### src/rtl/core/tcc_pkg.sv
// ----------------------------------------------------------------------------
// tcc_pkg
// shared types and constants of the text console cursor and scroll engine
// ----------------------------------------------------------------------------
package tcc_pkg;

	// default geometry of the cell store
	localparam int MAX_COLUMNS_DEF = 80;
	localparam int MAX_ROWS_DEF    = 25;

	// field widths
	localparam int ColW   = 7;
	localparam int RowW   = 5;
	localparam int AreaW  = ColW + RowW;
	localparam int CellW  = 16;
	localparam int CharW  = 8;
	localparam int AddrInW = 11;

	// register reset values
	localparam logic [ColW-1:0] COLUMN_COUNT_RST = 7'd80;
	localparam logic [RowW-1:0] ROW_COUNT_RST    = 5'd25;

	// configuration register indexes
	localparam logic REG_COLUMN_COUNT = 1'b0;
	localparam logic REG_ROW_COUNT    = 1'b1;

	// operation codes
	localparam logic FUNC_PUT  = 1'b0;
	localparam logic FUNC_READ = 1'b1;

	// control bytes
	localparam logic [CharW-1:0] CH_NUL = 8'd0;
	localparam logic [CharW-1:0] CH_BS  = 8'd8;
	localparam logic [CharW-1:0] CH_LF  = 8'd10;
	localparam logic [CharW-1:0] CH_CR  = 8'd13;

	// cell contents
	localparam logic [CellW-1:0] BLANK_CELL = 16'h0720;
	localparam logic [7:0]       TEXT_ATTR  = 8'h07;

	// active screen geometry as seen by the sequencer
	typedef struct packed {
		logic [ColW-1:0]  cols;       // clamped column count
		logic [RowW-1:0]  rows;       // clamped row count
		logic [AreaW-1:0] area;       // rows * cols
		logic [AreaW-1:0] last_base;  // (rows - 1) * cols
	} geometry_t;

	// sequencer status toward the top level
	typedef struct packed {
		logic busy;       // no new transaction taken
		logic fin;        // result goes out after this cycle
		logic take_data;  // result carries the read cell
	} seq_status_t;

endpackage

### src/rtl/core/tcc_seq.sv
// ----------------------------------------------------------------------------
// tcc_seq
// sequencer: store clearing, scroll copy and fill, character put, cell read
// ----------------------------------------------------------------------------
module tcc_seq #(
	parameter int MaxColumns = tcc_pkg::MAX_COLUMNS_DEF,
	parameter int MaxRows    = tcc_pkg::MAX_ROWS_DEF,
	parameter int Depth      = MaxColumns * MaxRows,
	parameter int AW         = (Depth > 1) ? $clog2(Depth) : 1
) (
	input  logic                        clk,
	input  logic                        arst_n,
	input  logic                        start,
	input  logic                        func,
	input  logic [tcc_pkg::CharW-1:0]   char_code,
	input  logic [tcc_pkg::AddrInW-1:0] cell_address,
	input  tcc_pkg::geometry_t          geo,
	output tcc_pkg::seq_status_t        status,
	output logic                        mem_we,
	output logic [AW-1:0]               mem_waddr,
	output logic [tcc_pkg::CellW-1:0]   mem_wdata,
	output logic [AW-1:0]               mem_raddr,
	input  logic [tcc_pkg::CellW-1:0]   mem_rdata,
	output logic [tcc_pkg::ColW-1:0]    cursor_column,
	output logic [tcc_pkg::RowW-1:0]    cursor_row
);

	localparam logic [2:0] ST_CLEAR = 3'd0;
	localparam logic [2:0] ST_IDLE  = 3'd1;
	localparam logic [2:0] ST_COPY  = 3'd2;
	localparam logic [2:0] ST_FILL  = 3'd3;
	localparam logic [2:0] ST_PUT   = 3'd4;
	localparam logic [2:0] ST_RDOUT = 3'd5;

	logic [2:0]                     state_q;
	logic [AW-1:0]                  clr_q;
	logic [tcc_pkg::AreaW-1:0]      scan_q;
	logic [tcc_pkg::AreaW-1:0]      fill_q;
	logic [tcc_pkg::ColW-1:0]       cursor_x_q;
	logic [tcc_pkg::RowW-1:0]       cursor_y_q;
	logic [tcc_pkg::CharW-1:0]      ch_q;
	logic                           addr_ok_q;
	logic                           pend_s1;
	logic [tcc_pkg::AreaW-1:0]      dst_s1;

	logic                           accept;
	logic                           printable;
	logic [tcc_pkg::ColW-1:0]       col_lim;
	logic [tcc_pkg::ColW-1:0]       col_next;
	logic [tcc_pkg::AreaW-1:0]      put_addr;

	assign accept = start && (state_q == ST_IDLE);

	assign status.busy      = (state_q != ST_IDLE);
	assign status.fin       = (state_q == ST_PUT) || (state_q == ST_RDOUT);
	assign status.take_data = (state_q == ST_RDOUT) && addr_ok_q;

	assign cursor_column = cursor_x_q;
	assign cursor_row    = cursor_y_q;

	// put address: cursor clamped to the last column
	always_comb begin
		printable = !(ch_q inside {tcc_pkg::CH_NUL, tcc_pkg::CH_BS, tcc_pkg::CH_LF,
			tcc_pkg::CH_CR});
		col_lim   = (cursor_x_q < geo.cols) ? cursor_x_q : geo.cols - 7'd1;
		col_next  = col_lim + 7'd1;
		put_addr  = tcc_pkg::AreaW'(cursor_y_q) * tcc_pkg::AreaW'(geo.cols)
			+ tcc_pkg::AreaW'(col_lim);
	end

	// write port: a pending copy write wins, fill stalls behind it
	always_comb begin
		mem_we    = 1'b0;
		mem_waddr = AW'(fill_q);
		mem_wdata = tcc_pkg::BLANK_CELL;
		if (pend_s1) begin
			mem_we    = 1'b1;
			mem_waddr = AW'(dst_s1);
			mem_wdata = mem_rdata;
		end else begin
			case (state_q)
				ST_CLEAR: begin
					mem_we    = 1'b1;
					mem_waddr = clr_q;
				end
				ST_FILL: begin
					mem_we = 1'b1;
				end
				ST_PUT: begin
					mem_we    = printable;
					mem_waddr = AW'(put_addr);
					mem_wdata = {tcc_pkg::TEXT_ATTR, ch_q};
				end
				default: begin
					mem_we = 1'b0;
				end
			endcase
		end
	end

	// reads run ahead of copy writes, so a row is never read after it is overwritten
	assign mem_raddr = (state_q == ST_IDLE) ? AW'(cell_address) : AW'(scan_q);

	always_ff @(posedge clk or negedge arst_n) begin
		if (!arst_n) begin
			state_q    <= ST_CLEAR;
			clr_q      <= '0;
			scan_q     <= '0;
			fill_q     <= '0;
			cursor_x_q <= '0;
			cursor_y_q <= '0;
			pend_s1    <= 1'b0;
		end else begin
			pend_s1 <= (state_q == ST_COPY);
			case (state_q)
				ST_CLEAR: begin
					clr_q <= clr_q + 1'b1;
					if (clr_q == AW'(Depth - 1)) begin
						state_q <= ST_IDLE;
					end
				end
				ST_IDLE: begin
					if (accept) begin
						if (func == tcc_pkg::FUNC_READ) begin
							state_q <= ST_RDOUT;
						end else if (char_code != tcc_pkg::CH_NUL
							&& cursor_y_q >= geo.rows) begin
							if (geo.rows == 5'd1) begin
								fill_q  <= '0;
								state_q <= ST_FILL;
							end else begin
								scan_q  <= tcc_pkg::AreaW'(geo.cols);
								state_q <= ST_COPY;
							end
						end else begin
							state_q <= ST_PUT;
						end
					end
				end
				ST_COPY: begin
					if (scan_q == geo.area - 1'b1) begin
						fill_q  <= geo.last_base;
						state_q <= ST_FILL;
					end else begin
						scan_q <= scan_q + 1'b1;
					end
				end
				ST_FILL: begin
					if (!pend_s1) begin
						if (fill_q == geo.area - 1'b1) begin
							cursor_y_q <= geo.rows - 5'd1;
							state_q    <= ST_PUT;
						end else begin
							fill_q <= fill_q + 1'b1;
						end
					end
				end
				ST_PUT: begin
					state_q <= ST_IDLE;
					case (ch_q)
						tcc_pkg::CH_NUL: begin
						end
						tcc_pkg::CH_BS: begin
							if (cursor_x_q != '0) begin
								cursor_x_q <= cursor_x_q - 7'd1;
							end
						end
						tcc_pkg::CH_CR: begin
							cursor_x_q <= '0;
						end
						tcc_pkg::CH_LF: begin
							cursor_x_q <= '0;
							cursor_y_q <= cursor_y_q + 5'd1;
						end
						default: begin
							if (col_next >= geo.cols) begin
								cursor_x_q <= '0;
								cursor_y_q <= cursor_y_q + 5'd1;
							end else begin
								cursor_x_q <= col_next;
							end
						end
					endcase
				end
				ST_RDOUT: begin
					state_q <= ST_IDLE;
				end
				default: begin
					state_q <= ST_IDLE;
				end
			endcase
		end
	end

	// transaction payload and copy pipeline
	always_ff @(posedge clk) begin
		dst_s1 <= scan_q - tcc_pkg::AreaW'(geo.cols);
		if (accept) begin
			ch_q      <= char_code;
			addr_ok_q <= (32'(cell_address) < 32'(Depth));
		end
	end

`ifndef SYNTH
	a_scroll_entered: assert property (@(posedge clk) disable iff (!arst_n)
		(accept && func == tcc_pkg::FUNC_PUT && char_code != tcc_pkg::CH_NUL
			&& cursor_y_q >= geo.rows)
		|=> (state_q == ST_COPY || state_q == ST_FILL))
		else $error("pending scroll not started");

	a_scroll_row: assert property (@(posedge clk) disable iff (!arst_n)
		(state_q == ST_PUT && $past(state_q) == ST_FILL)
		|-> (cursor_y_q == geo.rows - 5'd1))
		else $error("cursor row wrong after scroll");

	a_copy_order: assert property (@(posedge clk) disable iff (!arst_n)
		pend_s1 |-> (dst_s1 < scan_q))
		else $error("copy write not behind read");

	a_idle_drained: assert property (@(posedge clk) disable iff (!arst_n)
		(state_q == ST_IDLE) |-> !pend_s1)
		else $error("copy write pending while idle");
`endif

endmodule

### config.mk
export PLATFORM = sky130hd
export DESIGN_NAME = tcc_seq
export DESIGN_NICKNAME = d
export VERILOG_FILES = /design/src/rtl/core/tcc_pkg.sv /design/src/rtl/core/tcc_seq.sv
export SDC_FILE = /design/constraint.sdc
export NUM_CORES = 1
export LEC_CHECK = 0
export ABC_CLOCK_PERIOD_IN_PS = 5750
export BUFFER_PORTS_ARGS = -buffer_cell sky130_fd_sc_hd__buf_2
export CORE_ASPECT_RATIO = 0.9
export CORE_MARGIN = 8
export CORE_UTILIZATION = 35
export CTS_CLUSTER_SIZE = 20
export DETAILED_ROUTE_END_ITERATION = 6
export PLACE_DENSITY = 0.53
export SKIP_CTS_REPAIR_TIMING = 1
export SLEW_MARGIN = 20
export SYNTH_ARGS = -nofsm -noshare
export SYNTH_HDL_FRONTEND = slang
export SYNTH_SLANG_ARGS = --single-unit
### constraint.sdc
create_clock -name clk -period 5.75 [get_ports clk]
set_clock_uncertainty 0.2 [all_clocks]
set_input_delay 0.575 -clock clk [delete_from_list [all_inputs] [get_ports clk]]
set_output_delay 0.575 -clock clk [all_outputs]
set_load 0.03 [all_outputs]
==> impl_results.md <==
* Gr usage total at 0.190
* Share of layout cells above drive strength 1 at 0.253
* Sequential Area at 0.00177 sq mm
* CP Class: reg -> out
* RSZ-0062 raised after global routing: yes
* Synth cell types at between 70 and 80
* CTS Buffer Depth at 2
* Arrival time of the worst setup path at between 5000 and 6000 ps
* DIE WIDTH at roughly 170 microns
* DR vias/cell at 5.25
* Ports at roughly 130
* Port bufs at around 130
* Starting Density at 0.354
* DR iter-0 viols at approximately 420
* Worst-path clk slew at about 60 ps
* Setup crit start kind: flip-flop
* DP HPWL at 19600 microns
* Clock root cell: clkbuf_16
* Fin crit share at 1.03
* Clk Latency, worst-skew pair at ~340 ps
* Clock group share of total power at 0.100
* Comb pwr share at 0.727
* DIE HEIGHT at approximately 150 microns
* Core ar. at ~0.021 sq mm
* TritonCTS clock tree: done
* Worst setup EP type: output pin
* Area of the multi-input gates at roughly 0.0053 sq mm
* Lkg Pwr at approximately 0.0041 uW
* Antenna viol nets, final at 0
* Post-synth EDFFs at 9
* Ant. Diodes at 0
* Syn Nets at 1064
* CTS Buf Count at 9
* Sequential Power Share at 0.174
* Fill count at 2134
* Post-layout minimum cycle time at approximately 6000 ps
* Fmax at 169 MHz
* Worst min-delay path class: in -> async
* Clock Sinks at 71
* Peak supply drop at about 380 uV
* Rows at 50
* Crit path max fanout at 5
* Initial antenna violation count at 0
* Vias in the first global route at 6930
* Total grt overflow at 0
* Area after DPL at 0.00863 sq mm
* Mapped Cells at a little over 900
* Final non-filler cell area at 0.00909 sq mm
* Placed Instances at around 1300
* First-pass GRT wire length at just under 40000 microns
* Layout Utilization at 0.439
* Seq/Total Area, Yosys at 0.241
* Worst-Margin Slew at a little under 1000 ps
* Yosys Warn Count at 0
* Failing checks: setup timing
* Synth Flop Type: dfrtp_1
* Drc violations at 0
* DIE AREA at between 0.02 and 0.03 sq mm
* Final hold violation count at 0
* NumNets Final at between 1000 and 1500
* DRT Pass-1 Iters at 5
* Final setup fails at 3
* Synth Area per Inst at around 8.0 sq um
* Net Sw Frac at 0.505
* Switching power at between 2000 and 3000 uW
* H-tree depth at 3
* Final wirelength at about 25000 microns
* Share of synthesized registers carrying an async set or reset at 0.718
* Max-Cap Viols at 0
* Largest net degree at the start of global routing at 52
* DR vias at between 7000 and 8000
* Synth Cell Area at 0.00733 sq mm
* Power per Cell Area at 624 mW/mm^2
* Outcome: finished with violations
* Max-slew violations at 0
* Synth-to-Final Area Change at 23.9%
* Slew margin rel. at 0.360
* Non-Filler Instances at roughly 1300
* Setup WS post-layout at -160 ps
* FF+latch count, synth at 71
* Gpl congestion at 0.896
* Pint at roughly 2800 uW
* Critical path required time at roughly 5000 ps
* WL/cell at 18.4 microns
-- per-layer routing --
metal | up-vias | routed length [microns] | track usage
met1 | 3356 | 12300 | 0.266
met3 | 18 | 1290 | 0.0366
li1 | 3518 | - | -
met4 | 0 | 266 | 0.0374
met5 | - | 0 | 0
met2 | 188 | 11000 | 0.298
-- worst max-delay path, cell delays in order, from the launching register on --
cell	delay [ps]
dfrtp_1	390
ha_1	300
a21o_1	190
a21oi_2	120
o211ai_1	110
buf_4	180
mux2i_4	200
fa_1	540
fa_1	430
fa_1	530
inv_2	50
ha_4	210
nor2b_4	120
o21ai_2	170
a21boi_2	80
o21a_1	210
or3_1	370
a311oi_2	330
o31ai_4	100
buf_6	170
-- Yosys cell counts (all sizes together) (5+ instances only) --
library cell / n / area share
xnor2: 41 / 0.049
nor3: 30 / 0.023
and2: 17 / 0.015
inv: 80 / 0.041
a21o: 9 / 0.0092
xor2: 17 / 0.020
nor2b: 11 / 0.0094
nand4: 17 / 0.015
nor4: 11 / 0.015
o31ai: 13 / 0.013
a211oi: 5 / 0.0051
ha: 55 / 0.094
a22oi: 5 / 0.0051
or3: 7 / 0.0067
nand3: 24 / 0.016
nand2b: 15 / 0.013
or2: 7 / 0.0060
dfxtp: 11 / 0.030
o21ai: 70 / 0.048
o22ai: 10 / 0.0085
a31o: 6 / 0.0072
and3: 11 / 0.0094
mux2i: 14 / 0.019
nor2: 61 / 0.032
a31oi: 7 / 0.0060
nand2: 99 / 0.051
fa: 22 / 0.060
edfxtp: 9 / 0.037
a21oi: 55 / 0.038
a21boi: 6 / 0.0061
dfrtp: 51 / 0.17
clkbuf: 41 / 0.021
buf: 8 / 0.0087
-- sequential cells by signal, summed over array words and instances, names as in the netlist --
name,flops
state_q,3
ch_q,8
cursor_column,7
clr_q,11
pend_s1,1
cursor_row,5
scan_q,12
dst_s1,11
fill_q,12
addr_ok_q,1
-- cell families after synthesis --
| kind of cell | Yosys count | share of synthesized area |
|---|---|---|
| simple gates | 328 | 0.232 |
| compound gates | 231 | 0.204 |
| buf+inv | 129 | 0.0708 |
| fa+ha+maj | 77 | 0.154 |
| flops | 71 | 0.241 |
| xor+xnor | 60 | 0.0754 |
| mux | 16 | 0.0222 |
-- power by group through the flow --
stage                     Sequential (uW)  Combinational [uW]  Clock (uW)
after floorplan                       925                2690           0
after global placement                987                3810           0
after detailed placement              985                3830           0
after CTS                             978                3850         581
after global routing                 1010                4590         602
final                                 985                4120         565
-- metrics by stage --
stage,hold slack [ps],setup TNS (ps),total power [uW],setup WS (ps)
3_3_place_gp,301,-450,4800,-199
3_5_place_dp,300,-653,4810,-259
2_1_floorplan,79.4,0,3620,5.40
6_report,174,-252,5670,-160
5_1_grt,208,-1370,6200,-372
4_1_cts,200,-809,5410,-308
-- area by class of cell --
class,instances,area share
clock buffer,12,0.0295
clock inverter,4,0.00303
inverter,80,0.0330
multi-input combinational,712,0.581
sequential,71,0.195
tap,286,0.0394
timing repair buffer,183,0.119
-- cells in the final DEF, fill, tap and decap left out, types with 21 or more instances in the layout --
cell | netlist | routed
nand3_1 | 24 | 24
o21ai_0 | 69 | 62
a21oi_1 | 54 | 50
nor3_1 | 27 | 26
nand2_1 | 99 | 98
xnor2_1 | 41 | 40
nor2_1 | 60 | 60
buf_2 | 3 | 121
dfrtp_1 | 51 | 50
inv_1 | 80 | 75
fa_1 | 22 | 21
ha_1 | 55 | 49
buf_4 | 0 | 57
-- worst paths after layout --
| check | from | slack, ps | cells after the start | to |
|---|---|---|---|---|
| worst max-delay path | cursor_column[1] | -160 | 19 | mem_waddr[8] |
| worst min-delay path | arst_n | 170 | 2 | cursor_row[3] |
| worst max register to register | cursor_column[1] | 1150 | 17 | cursor_row[1] |
| worst min register to register | clr_q[10] | 310 | 1 | clr_q[10] |
| max in group asynchronous | arst_n | 4610 | 2 | pend_s1 |
| min in group clk | char_code[3] | 220 | 1 | ch_q[3] |
(Power assumes the default switching activity.)
